==> src/hdl/spc_pkg.sv <==
`default_nettype none
// ----------------------------------------------------------------------------
// spc_pkg: shared types and constants of the sprite pixel compositor
// Holds the table defaults, the item modes and the controller interface types.
// ----------------------------------------------------------------------------
package spc_pkg;

    localparam int NUM_SPRITES_DEF  = 8;
    localparam int NUM_MISSILES_DEF = 4;
    localparam int PIXEL_WORDS_DEF  = 4096;
    localparam int MAX_SIDE_DEF     = 64;

    localparam int ADDR_W  = 12;
    localparam int SIDE_W  = 7;
    localparam int ANCH_W  = 9;

    typedef enum logic [1:0] {
        MODE_WR_SPRITE  = 2'd0,
        MODE_WR_MISSILE = 2'd1,
        MODE_WR_PIXEL   = 2'd2,
        MODE_RENDER     = 2'd3
    } mode_t;

    // Commands from the controller to the datapath.
    typedef struct packed {
        logic load;       // capture the accepted word
        logic clr_scan;   // restart the object scan
        logic step_mis;   // test the current missile
        logic step_spr_a; // compute the current sprite's geometry
        logic step_spr_b; // test hit, issue pixel fetch
        logic step_spr_c; // compare fetched pixel against key
        logic out_load;   // move result to the output register
    } spc_cmd_t;

    typedef struct packed {
        logic mis_last;
        logic spr_last;
    } spc_stat_t;

endpackage
`default_nettype wire

==> src/hdl/spc_ctrl.sv <==
`default_nettype none
// ----------------------------------------------------------------------------
// spc_ctrl: compositor controller
// Sequences writes and the per-object scan of a render word.
// ----------------------------------------------------------------------------
module spc_ctrl (
    input  wire logic              aclk,
    input  wire logic              aresetn,
    input  wire logic              s_valid,
    output logic                   s_ready,
    input  wire logic [1:0]        s_mode,
    output logic                   m_valid,
    input  wire logic              m_ready,
    output spc_pkg::spc_cmd_t      cmd,
    input  wire spc_pkg::spc_stat_t stat
);
    import spc_pkg::*;

    typedef enum logic [5:0] {
        ST_IDLE = 6'b000001,
        ST_MIS  = 6'b000010,
        ST_SPA  = 6'b000100,
        ST_SPB  = 6'b001000,
        ST_SPC  = 6'b010000,
        ST_OUT  = 6'b100000
    } state_t;

    state_t state_reg, state_next;
    logic   m_valid_reg, m_valid_next;
    logic   accept;

    assign s_ready = (state_reg == ST_IDLE);
    assign accept  = s_valid && s_ready;
    assign m_valid = m_valid_reg;

    always_comb begin
        state_next   = state_reg;
        m_valid_next = m_valid_reg;
        cmd          = '0;
        if (m_valid_reg && m_ready) m_valid_next = 1'b0;
        unique case (state_reg)
            ST_IDLE: begin
                cmd.load = accept;
                if (accept && s_mode == MODE_RENDER) begin
                    cmd.clr_scan = 1'b1;
                    state_next   = ST_MIS;
                end
            end
            ST_MIS: begin
                cmd.step_mis = 1'b1;
                if (stat.mis_last) state_next = ST_SPA;
            end
            ST_SPA: begin
                cmd.step_spr_a = 1'b1;
                state_next     = ST_SPB;
            end
            ST_SPB: begin
                cmd.step_spr_b = 1'b1;
                state_next     = ST_SPC;
            end
            ST_SPC: begin
                cmd.step_spr_c = 1'b1;
                state_next     = stat.spr_last ? ST_OUT : ST_SPA;
            end
            ST_OUT: begin
                // Wait until the output register is free.
                if (!m_valid_reg || m_ready) begin
                    cmd.out_load = 1'b1;
                    m_valid_next = 1'b1;
                    state_next   = ST_IDLE;
                end
            end
            default: state_next = ST_IDLE;
        endcase
    end

    always_ff @(posedge aclk) begin
        if (!aresetn) begin
            state_reg   <= ST_IDLE;
            m_valid_reg <= 1'b0;
        end else begin
            state_reg   <= state_next;
            m_valid_reg <= m_valid_next;
        end
    end

    a_out_only_from_out: assert property (@(posedge aclk) disable iff (!aresetn)
        $rose(m_valid_reg) |-> $past(state_reg) == ST_OUT)
        else $error("result raised outside output state");
    a_no_accept_busy: assert property (@(posedge aclk) disable iff (!aresetn)
        state_reg != ST_IDLE |-> !s_ready)
        else $error("ready while busy");
    a_load_no_overwrite: assert property (@(posedge aclk) disable iff (!aresetn)
        cmd.out_load |-> (!m_valid_reg || m_ready))
        else $error("result overwritten");

endmodule
`default_nettype wire

==> config.mk <==
export PLATFORM = sky130hd
export DESIGN_NAME = spc_ctrl
export DESIGN_NICKNAME = d
export VERILOG_FILES = /design/src/hdl/spc_pkg.sv /design/src/hdl/spc_ctrl.sv
export SDC_FILE = /design/constraint.sdc
export NUM_CORES = 1
export LEC_CHECK = 0
export BUFFER_PORTS_ARGS = -buffer_cell sky130_fd_sc_hd__buf_2
export CAP_MARGIN = 20
export CORE_AREA = 2 2 39 41
export DETAILED_ROUTE_END_ITERATION = 10
export DIE_AREA = 0 0 41 43
export GPL_ROUTABILITY_DRIVEN = 0
export GPL_TIMING_DRIVEN = 1
export RECOVER_POWER = 50
export SYNTH_ARGS = -nofsm -noshare
export SYNTH_HDL_FRONTEND = slang
export SYNTH_SLANG_ARGS = --single-unit
==> constraint.sdc <==
create_clock -name aclk -period 1.7 [get_ports aclk]
set_input_delay 0.255 -clock aclk [delete_from_list [all_inputs] [get_ports aclk]]
set_output_delay 0.255 -clock aclk [all_outputs]
set_load 0.02 [all_outputs]
# Yosys cells after proc, flatten, opt, wreduce, memory -nomap -nowiden
# Index checks and enable logic that the tools add are counted.
word_totals:
  output_inout_bits: 9
  in_bits: 8
  wordCells: 34
  register_bits: 7
classes:
  n_reduce_logical: 6
  n_eq_ne: 10
  mux: 16
op_table:
  columns: ["op", "count"]
  rows:
  - ["one-hot mux 6 bit (6 select lines)", 1]
  - ["two-way mux 6 bit", 4]
  - ["two-way mux 1 bit", 10]
  - ["equality test 6 x 1 -> 1 bit, second input constant", 1]
  - ["equality test 6 x 2 -> 1 bit, second input constant", 1]
  - ["equality test 6 x 3 -> 1 bit, second input constant", 1]
  - ["equality test 6 x 4 -> 1 bit, second input constant", 1]
  - ["equality test 6 x 5 -> 1 bit, second input constant", 1]
  - ["equality test 6 bit, second input constant", 1]
  - ["inequality test 2 bit, second input constant", 2]
  - ["logical AND 1 bit", 3]
  - ["AND reduction 3 bit", 1]
  - ["equality test 2 bit, second input constant", 1]
  - ["two-way mux 2 bit", 1]
  - ["inequality test 2 x 1 -> 1 bit, second input constant", 1]
  - ["zero test 1 bit", 1]
  - ["logical OR 1 bit", 1]

# Logic depth before layout (Yosys ltp)
# Gate-level depths: netlist of run 1.
logic_depth:
  word_depth: 5
  ltp_mapped: 5
  depth_no_buf: 5

# Least setup slack after synthesis of run 1
# Ideal clock, no wire load.
synth_timing:
  path_kind: "reg2out"
  from: "reg state_reg[2]"
  to: "out cmd[5] (netlist bit)"
  t_required_ns: 1.445
  arrival_ns: 1.566
  stages_incl_launch_ff: 5
  slack_ns: -0.121
  path_buffers: 0
  cell_sequence: "dfxtp_1 or3_1 nor4b_4 nand4_1 inv_1"
synth_rtl:
  columns: ["item", "line", "rtl"]
  rows:
  - ["start: declaration", "spc_ctrl.sv:28", "state_t state_reg, state_next;"]
  - ["start signal: assignment", "spc_ctrl.sv:82", "state_reg <= state_next;"]
  - ["end: declaration", "spc_ctrl.sv:14", "output spc_pkg::spc_cmd_t cmd,"]

==> results.sh, run 1 <==
export IMPL_fin_crit_ps=2065
export IMPL_yosysSeqAreaShare_pct=34.36
export IMPL_finalNonFillerCells=101
export IMPL_rsz0062_at_grt="yes"
export IMPL_startpoint_type="flop"
export IMPL_diodes=0
export IMPL_skew_ps=10.72
export IMPL_clk_latency_ps=270
export IMPL_hold_viol=0
export IMPL_ant_nets=0
export IMPL_worstSetupEndpointType="primary output"
export IMPL_grt_overflow=0
export IMPL_setup_viol=8
export IMPL_power_mw=0.4657
export IMPL_final_core_util_pct=58.14
export IMPL_synth_area_sq_um=407.9
export IMPL_synth_cells=45
export IMPL_start_util_pct=29.48
export IMPL_cp_required_ps=1440
export IMPL_ir_worst_vdd_uv=338.9
export IMPL_clock_sinks=7
export IMPL_slowest_delay_ps=520
export IMPL_cp_num_buf_inv=1
export IMPL_powerDensity_nw_per_um2=578.8
export IMPL_critical_path_top_delay_family="simple AND/OR/NAND/NOR gates"
export IMPL_fin_nets=94
export IMPL_port_buffers=16
export IMPL_cts_hold_buf=0
export IMPL_slew_headroom_pct=80.49
export IMPL_leakagePower_nw=0.3716
export IMPL_drc=0
export IMPL_grt_pass1_wl_um=2035
export IMPL_first_pass_iters=4
export IMPL_vias=496
export IMPL_slew_violations=0
export IMPL_holdCritPathClass="in -> reg"
export IMPL_clock_path_buffers=2
export IMPL_drv_cap=0
export IMPL_clk_pin_slew_ps=60
export IMPL_yosys_register_bits=7
export IMPL_synth_distinct_cells=28
export IMPL_vias_per_cell=4.911
export IMPL_area_delta_synth_final_pct=97.24
export IMPL_h_tree_depth=1
export IMPL_p_comb_share_pct=28.6
export IMPL_syn_num_nets=53
export IMPL_power_frac_seq_pct=36.7
export IMPL_largest_register_ffs=6
export IMPL_cp_startpoint="state_reg[0]$_SDFFE_PN1P_"
export IMPL_cts_root_buf="clkbuf_4"
export IMPL_min_period_over_period_pct=121.5
export IMPL_worstMarginPinSlew_ps=288.6
export IMPL_fp_dieArea_sq_um=1763
export IMPL_fin_ws_ps=-364.8
export IMPL_cts_tree="yes"
export IMPL_grt_pass1_vias=519
export IMPL_wirelength_um=1252
export IMPL_drt_iter0_markers=4
export IMPL_drive_gt1_share_pct=62.35
export IMPL_min_from="aresetn"
export IMPL_clkPwrFrac_pct=34.7
export IMPL_grt_usage_pct=18.01
export IMPL_violations="setup timing"
export IMPL_fp_dieH_um=43
export IMPL_netSwitchingFraction_pct=28.35
export IMPL_intPower_mw=0.3336
export IMPL_rows=14
export IMPL_arrival_ps=1810
export IMPL_cts_buffers=3
export IMPL_crit_type="reg -> out"
export IMPL_num_fill_cells=125
export IMPL_syn_area_per_cell_sq_um=9.064
export IMPL_antenna_found_initial=0
export IMPL_yosysWarnings=0
export IMPL_dp_cells=89
export IMPL_p_switching_mw=0.1320
export IMPL_layout_common_cells="buf_4, buf_6, buf_2"
export IMPL_cp_slowest_cell="or4_4"
export IMPL_dp_hpwl_um=899.2
export IMPL_holdWs_ps=242.5
export IMPL_die_w_um=41
export IMPL_fmax_mhz=484.3
export IMPL_crit_path_cell_trace="or4_4, or3b_1, and2b_2, buf_6"
export IMPL_timing_rr_start="state_reg[2]$_SDFFE_PN0P_"
export IMPL_crit_path_max_fanout=2
export IMPL_status="finished with violations"
export IMPL_boundaryPins=17
export IMPL_coreArea_sq_um=1384
export IMPL_grt_max_degree=9
export IMPL_wire_per_inst_um=12.40
worst reg2reg max path, stage by stage (launching register included):
cell and delay, ps:
dfxtp_2 320, or3_4 410, nor4b_4 300, nand4_1 190, inv_2 110, buf_6 90, buf_6 80, o211a_1 140
synth_stat cells:
library cell,count,area share (%)
o211a_1,1,2.5
a21oi_1,1,1.2
a211oi_1,1,1.8
o21ai_0,1,1.2
xor2_1,1,2.1
o2bb2ai_1,1,2.1
nand2b_1,3,4.6
and2_1,4,6.1
o211ai_1,1,1.8
nor4b_4,1,5.8
or2b_1,1,1.8
o22ai_1,1,1.5
or3_1,1,1.5
nor2_1,3,2.8
or4_1,1,1.8
nor4b_1,2,4.3
nand4_1,1,1.5
nor3_1,3,3.7
or4_4,1,2.8
or3b_1,1,2.1
a21boi_0,1,1.8
and2b_1,1,1.8
dfxtp_1,7,34
nand3_1,1,1.2
nor3b_1,2,3.7
a21o_1,1,1.8
inv_1,1,0.92
nand2_1,1,0.92
metrics by stage:
| step | area, sq um | setup TNS, ps | setup slack (ps) |
|---|---|---|---|
| global route | 804.5 | -2259 | -421.2 |
| finish | 804.5 | -1622 | -364.8 |
| global placement | 619.3 | -83.91 | -83.91 |
| floorplan | 429.2 | -279.3 | -103.5 |
| CTS | 762.0 | -1493 | -367.8 |
| detailed placement | 619.3 | -120.1 | -98.45 |
layout make-up:
class / instances / area [sq um] / area share (%)
clock buffer: 3 / 22.52 / 2.799
sequential: 7 / 145.1 / 18.04
timing repair buffer: 36 / 301.5 / 37.48
tap: 16 / 20.02 / 2.488
clock inverter: 1 / 5.005 / 0.6221
multi-input combinational: 37 / 306.5 / 38.10
inverter: 1 / 3.754 / 0.4666
worst paths after layout:
kind | slack [ps] | cells after the start | to
setup / recovery | -360 | 4 | cmd[0]
hold / removal | 240 | 2 | state_reg[0]$_SDFFE_PN1P_
setup reg to reg | 0 | 7 | state_reg[1]$_SDFFE_PN0P_
hold reg to reg | 580 | 2 | m_valid$_SDFF_PN0_
power by group through the flow:
stage / Sequential [mW] / Clock [mW] / Combinational [mW]
global placement: 0.174 / 0 / 0.0909
detailed placement: 0.174 / 0 / 0.0919
floorplan: 0.177 / 0 / 0.0474
global route: 0.171 / 0.171 / 0.146
CTS: 0.170 / 0.165 / 0.123
finish: 0.171 / 0.161 / 0.133
logic make-up (layout without fill, tap and decap cells):
group / after synthesis / in the layout / share of synthesized area [%]
AND/OR/NAND/NOR: 27 / 27 / 46.63
flip-flops: 7 / 7 / 34.35
XOR/XNOR: 1 / 1 / 2.148
AO/OA/AOI/OAI: 9 / 9 / 15.95
buffers and inverters: 1 / 41 / 0.9194
routing by layer:
| layer | part of all wire, % | track usage, % | wire length, um |
|---|---|---|---|
| met3 | 3.1 | 3.141 | 39 |
| met2 | 56 | 30.94 | 700 |
| met4 | 3.0 | 16.00 | 38 |
| met5 | 0 | 0 | 0 |
| met1 | 38 | 16.18 | 473 |
what timing repair did:
action,CTS,global route
resized for setup,21,9
pin swaps,8,6
endpoints found under the setup margin,8,12
hold endpoints to repair,0,0
setup buffers,6,7
Note: power is estimated with default switching activity, not from simulation.
==> inputs of run 2 (changes only) <==
ABC_AREA = 1   (was unset)
clock period = 1.95 ns   (was 1.7 ns; I/O delays follow)
==> run 2 against run 1 <==
  * The flow now finishes without violations
  * Largest power group unchanged
  * Critical endpoint unchanged
  * Register-to-register slack better by 780 ps
  * Hold slack improved by 60 ps
  * Area after synthesis increased by 7.4%
  * Largest cell class unchanged
  * Worst setup slack gained 710 ps
==> results.sh, run 2 <==
export IMPL_status="finished clean"
export IMPL_clk_pin_slew_ps=60
export IMPL_setup_viol=0
export IMPL_grt_pass1_wl_um=1538
export IMPL_coreArea_sq_um=1384
export IMPL_clock_sinks=7
export IMPL_yosys_most_used_dff="dfxtp_1"
export IMPL_synth_area_leaders="dfxtp_1, inv_1, nor2_1"
export IMPL_placed_area_sq_um=538.0
export IMPL_yosysTopAreaCell="dfxtp_1"
export IMPL_synth_common_cells="inv_1, nor2_1, nand2_1"
export IMPL_slew_violations=0
export IMPL_cts_setup_buffers=0
export IMPL_critical_path_top_delay_family="simple AND/OR/NAND/NOR gates"
export IMPL_cp_num_buf_inv=1
export IMPL_slew_headroom_pct=77.32
export IMPL_multi_input_area_sq_um=231.5
export IMPL_drt_iter0_markers=7
export IMPL_syn_num_nets=73
export IMPL_yosysSeqAreaShare_pct=32.00
export IMPL_slowest_delay_ps=330
export IMPL_crit_path_cell_trace="nor2_1, nand3_1, nor2_1, buf_2"
export IMPL_antenna_found_initial=0
export IMPL_fmax_mhz=622.4
export IMPL_rrSetupSlack_ps=780
export IMPL_hold_viol=0
export IMPL_h_tree_depth=1
export IMPL_cts_root_buf="clkbuf_4"
export IMPL_ant_nets=0
export IMPL_crit_type="reg -> out"
export IMPL_grt_max_degree=8
export IMPL_start_util_pct=31.65
export IMPL_stdcell_area_sq_um=560.5
export IMPL_fp_dieArea_sq_um=1763
export IMPL_synth_area_sq_um=437.9
export IMPL_wire_per_inst_um=8.941
export IMPL_fin_crit_ps=1607
export IMPL_startpoint_type="flop"
export IMPL_holdCritPathClass="in -> reg"
export IMPL_crit_path_max_fanout=5
export IMPL_area_delta_synth_final_pct=28.00
export IMPL_wirelength_um=903
export IMPL_arrival_ps=1310
export IMPL_ir_worst_vdd_uv=222.5
export IMPL_finalNonFillerCells=101
export IMPL_port_buffers=16
export IMPL_final_core_util_pct=40.51
export IMPL_powerDensity_nw_per_um2=593.0
export IMPL_yosys_register_bits=7
export IMPL_ff_latch_area_sq_um=140.1
export IMPL_vias=430
export IMPL_yosys_area_top_type_share_pct=32.00
export IMPL_diodes=0
export IMPL_drive_gt1_share_pct=34.12
export IMPL_grt_usage_pct=13.14
export IMPL_leakagePower_nw=0.3307
export IMPL_worstMarginPinSlew_ps=338.9
export IMPL_cts_hold_buf=0
export IMPL_grt_overflow=0
export IMPL_synth_cells=65
export IMPL_synth_distinct_cells=16
export IMPL_cts_repair_resized=0
export IMPL_synth_edf_count=0
export IMPL_vias_per_cell=4.257
export IMPL_cp_slowest_cell="dfxtp_1"
export IMPL_crit_top_cell="nor2_1"
export IMPL_first_pass_iters=4
export IMPL_min_period_over_period_pct=82.40
export IMPL_dp_hpwl_um=739.8
export IMPL_layout_common_cells="inv_1, buf_2, nor2_1"
export IMPL_cts_buffers=3
export IMPL_final_common_cell="inv_1"
export IMPL_die_w_um=41
export IMPL_boundaryPins=17
export IMPL_dp_cells=97
export IMPL_fin_nets=94
export IMPL_fin_setup_tns_ps=0
export IMPL_grt_pass1_vias=371
export IMPL_async_flop_share_pct=0
export IMPL_syn_area_per_cell_sq_um=6.737
export IMPL_rows=14
export IMPL_worstSetupEndpointType="primary output"
export IMPL_cts_tree="yes"
export IMPL_skew_ps=4.218
export IMPL_yosysWarnings=0
export IMPL_cp_required_ps=1660
export IMPL_drv_cap=0
export IMPL_fp_dieH_um=43
export IMPL_largest_register_ffs=6
export IMPL_synth_most_common_cell="inv_1"
export IMPL_drc=0
export IMPL_rsz0062_at_grt="no"
export IMPL_clock_path_buffers=2
export IMPL_holdWs_ps=302.6
export IMPL_clk_latency_ps=250
export IMPL_num_fill_cells=168
## run 2: cell count changes after synthesis, moves of 2 or more
| cell | before | now |
|---|---|---|
| nand3_1 | 1 | 4 |
| nand2_1 | 1 | 9 |
| a21oi_2 | 0 | 2 |
| nor3b_1 | 2 | 0 |
| inv_1 | 1 | 16 |
| nor4b_1 | 2 | 0 |
| nor2_2 | 0 | 2 |
| nor2_1 | 3 | 12 |
| nand2b_1 | 3 | 0 |
| nor3_1 | 3 | 0 |
| and2_1 | 4 | 0 |
| nor2_4 | 0 | 3 |
## run 2: logic make-up after synthesis
kind of cell           after synthesis  share of synthesized area [%]
AOI/OAI and AO/OA                    5                          7.428
buffers and inverters               17                          14.57
DFF                                  7                          32.00
and+or+nand+nor                     36                          46.00
## run 2: metal layers
layer	wire (um)	GRT usage [%]	vias to the layer above	part of all wire, %
li1	-	-	235	-
met1	407	18.27	169	45
met2	384	16.56	22	43
met3	86	3.141	4	9.5
met4	25	10.00	0	2.8
met5	0	0	-	0
## run 2: report_power, final
group,switching [mW],internal (mW),leakage (nW)
sequential,0.00200,0.145,0.0566
combinational,0.0303,0.0192,0.259
clock,0.0572,0.0783,0.0150
## run 2: metrics by stage
step | setup slack [ps] | power [mW]
finish | 343.2 | 0.3324
global route | 210.6 | 0.3505
CTS | 361.9 | 0.3354
detailed placement | 642.5 | 0.2014
global placement | 678.8 | 0.2006
floorplan | 650.5 | 0.1851
## run 2: final cells by class
type	count	area share, %
timing repair buffer	16	14.06
inverter	17	11.38
sequential	7	25.00
multi-input combinational	41	41.29
tap	16	3.571
clock buffer	4	4.687
## run 2: worst min-delay path: stages
cell	delay, ps
buf_2	110
nand2_1	60
a21oi_1	50
## run 2: final timing paths
kind / start / end / depth (start not counted)
max: state_reg[0]$_SDFFE_PN1P_ / cmd[0] / 4
min: stat[0] / state_reg[5]$_SDFFE_PN0P_ / 3
max reg2reg: state_reg[0]$_SDFFE_PN1P_ / state_reg[0]$_SDFFE_PN1P_ / 6
min reg2reg: m_valid$_SDFF_PN0_ / m_valid$_SDFF_PN0_ / 4
==> inputs of run 3 (changes only) <==
clock period = 1.6 ns   (was 1.95 ns; I/O delays follow)
==> run 3 against run 2 <==
  * Cell area grew 3.6%
  * Routed wire length increased by 4.0%
  * Critical path depth up 1
  * Total power increased by 22%
  * Sequential power rose by 22%
  * Clock power up 20%
  * Sequential share of layout area is 0.86 points lower
  * Critical path type unchanged
  * Largest cell class unchanged
==> results.sh, run 3 (synthesis gave the netlist of run 2 again) <==
export IMPL_clk_latency_ps=250
export IMPL_cts_hold_buf=0
export IMPL_rrSetupSlack_ps=400
export IMPL_min_period_over_period_pct=93.76
export IMPL_h_tree_depth=1
export IMPL_cp_startpoint="state_reg[3]$_SDFFE_PN0P_"
export IMPL_hold_viol=0
export IMPL_coreArea_sq_um=1384
export IMPL_ir_worst_vdd_uv=282.9
export IMPL_rows=14
export IMPL_critical_path_top_delay_family="buffers and inverters"
export IMPL_grt_max_degree=8
export IMPL_skew_ps=0.8568
export IMPL_drt_iter0_markers=7
export IMPL_antenna_found_initial=0
export IMPL_fp_dieArea_sq_um=1763
export IMPL_vias=436
export IMPL_first_pass_iters=4
export IMPL_fmax_mhz=666.6
export IMPL_grt_usage_pct=13.14
export IMPL_drv_cap=0
export IMPL_cts_tree="yes"
export IMPL_slowest_delay_ps=340
export IMPL_port_buffers=16
export IMPL_dp_hpwl_um=739.8
export IMPL_startpoint_type="flop"
export IMPL_final_common_cell="inv_1"
export IMPL_drc=0
export IMPL_grt_pass1_wl_um=1538
export IMPL_worstSetupEndpointType="primary output"
export IMPL_cts_root_buf="clkbuf_4"
export IMPL_wire_per_inst_um=9.117
export IMPL_status="finished clean"
export IMPL_holdWs_ps=267.3
export IMPL_clock_sinks=7
export IMPL_setup_viol=0
export IMPL_arrival_ps=1260
export IMPL_crit_path_max_fanout=6
export IMPL_cts_buffers=3
export IMPL_crit_type="reg -> out"
export IMPL_start_util_pct=31.65
export IMPL_ff2ff_path_depth=7
export IMPL_drive_gt1_share_pct=36.78
export IMPL_cp_depth=5
export IMPL_powerDensity_nw_per_um2=696.1
export IMPL_clk_pin_slew_ps=50
export IMPL_ant_nets=0
export IMPL_cp_num_buf_inv=3
export IMPL_grt_pass1_vias=371
export IMPL_timing_rr_start="state_reg[3]$_SDFFE_PN0P_"
export IMPL_diodes=0
export IMPL_wirelength_um=939
export IMPL_fin_crit_ps=1500
export IMPL_grt_overflow=0
export IMPL_layout_common_cells="inv_1, buf_2, nor2_1"
export IMPL_holdCritPathClass="in -> reg"
export IMPL_area_delta_synth_final_pct=32.57
export IMPL_clock_path_buffers=2
export IMPL_largest_register_ffs=6
export IMPL_fp_dieH_um=43
export IMPL_die_w_um=41
export IMPL_crit_path_cell_trace="nor2_4, buf_4, nand3_2, inv_1, buf_2"
export IMPL_cp_slowest_cell="dfxtp_1"
export IMPL_slew_headroom_pct=83.87
export IMPL_worstMarginPinSlew_ps=241.6
export IMPL_r2r_end="state_reg[0]$_SDFFE_PN1P_"
export IMPL_slew_violations=0
export IMPL_rsz0062_at_grt="no"
export IMPL_cp_required_ps=1360
export IMPL_crit_path_end="cmd[1]"
export IMPL_fin_setup_tns_ps=0
export IMPL_power_mw=0.4041
export IMPL_num_fill_cells=169
export IMPL_leakagePower_nw=0.3389
export IMPL_vias_per_cell=4.233
export IMPL_fin_nets=96
export IMPL_boundaryPins=17
-- run 3: cell types whose count changed in the layout (fill, tap and decap cells not counted) --
cell / delta
nor2_2: +1
nor2_1: -1
buf_4: +2
clkbuf_4: +1
buf_2: -1
-- run 3: routing by layer --
layer	up-vias	routed length [um]	track usage (%)
met5	-	0	0
met4	0	14	10.00
met3	2	76	3.141
met2	20	424	16.56
met1	176	423	18.27
li1	238	-	-
-- run 3: through the flow --
stage / setup slack, ps / util [%] / cells / area (sq um)
final: 99.85 / 41.95 / 103 / 580.6
after global routing: 6.018 / 41.95 / 103 / 580.6
after CTS: 64.42 / 40.78 / 101 / 564.3
after detailed placement: 345.0 / 38.88 / 97 / 538.0
after global placement: 381.3 / 38.88 / 97 / 538.0
after floorplan: 353.0 / - / 65 / 437.9
-- run 3: how the worst min path moves through the flow --
| stage | from | to | slack (ps) | depth (start not counted) |
|---|---|---|---|---|
| after floorplan | stat[0] | state_reg[5]$_SDFFE_PN0P_ | 380 | 2 |
| after global placement | stat[0] | state_reg[5]$_SDFFE_PN0P_ | 510 | 3 |
| after detailed placement | stat[0] | state_reg[5]$_SDFFE_PN0P_ | 510 | 3 |
| after CTS | stat[0] | state_reg[5]$_SDFFE_PN0P_ | 250 | 3 |
| after global routing | stat[0] | state_reg[5]$_SDFFE_PN0P_ | 280 | 3 |
| final | stat[0] | state_reg[5]$_SDFFE_PN0P_ | 270 | 3 |
-- run 3: power breakdown --
part / leakage, nW / total (mW) / switching [mW] / internal (mW)
clock: 0.0150 / 0.162 / 0.0669 / 0.0953
sequential: 0.0566 / 0.180 / 0.00285 / 0.177
combinational: 0.267 / 0.0618 / 0.0372 / 0.0245
-- run 3: cell type report --
cell class	count	area [sq um]	share of cell area [%]
inverters	17	63.81	10.99
repair buffers	18	96.34	16.59
flip-flops and latches	7	140.1	24.14
clock buffers	4	26.28	4.526
well taps	16	20.02	3.448
multi-input cells	41	234.0	40.30
-- run 3: repair_timing --
item / CTS / global route
setup buffers: 0 / 2
endpoints found under the setup margin: 0 / 1
resized for setup: 0 / 1
-- run 3: tightest hold or removal path, cell delays in order --
cell and delay, ps:
buf_2 110, nand2_1 70, a21oi_1 50
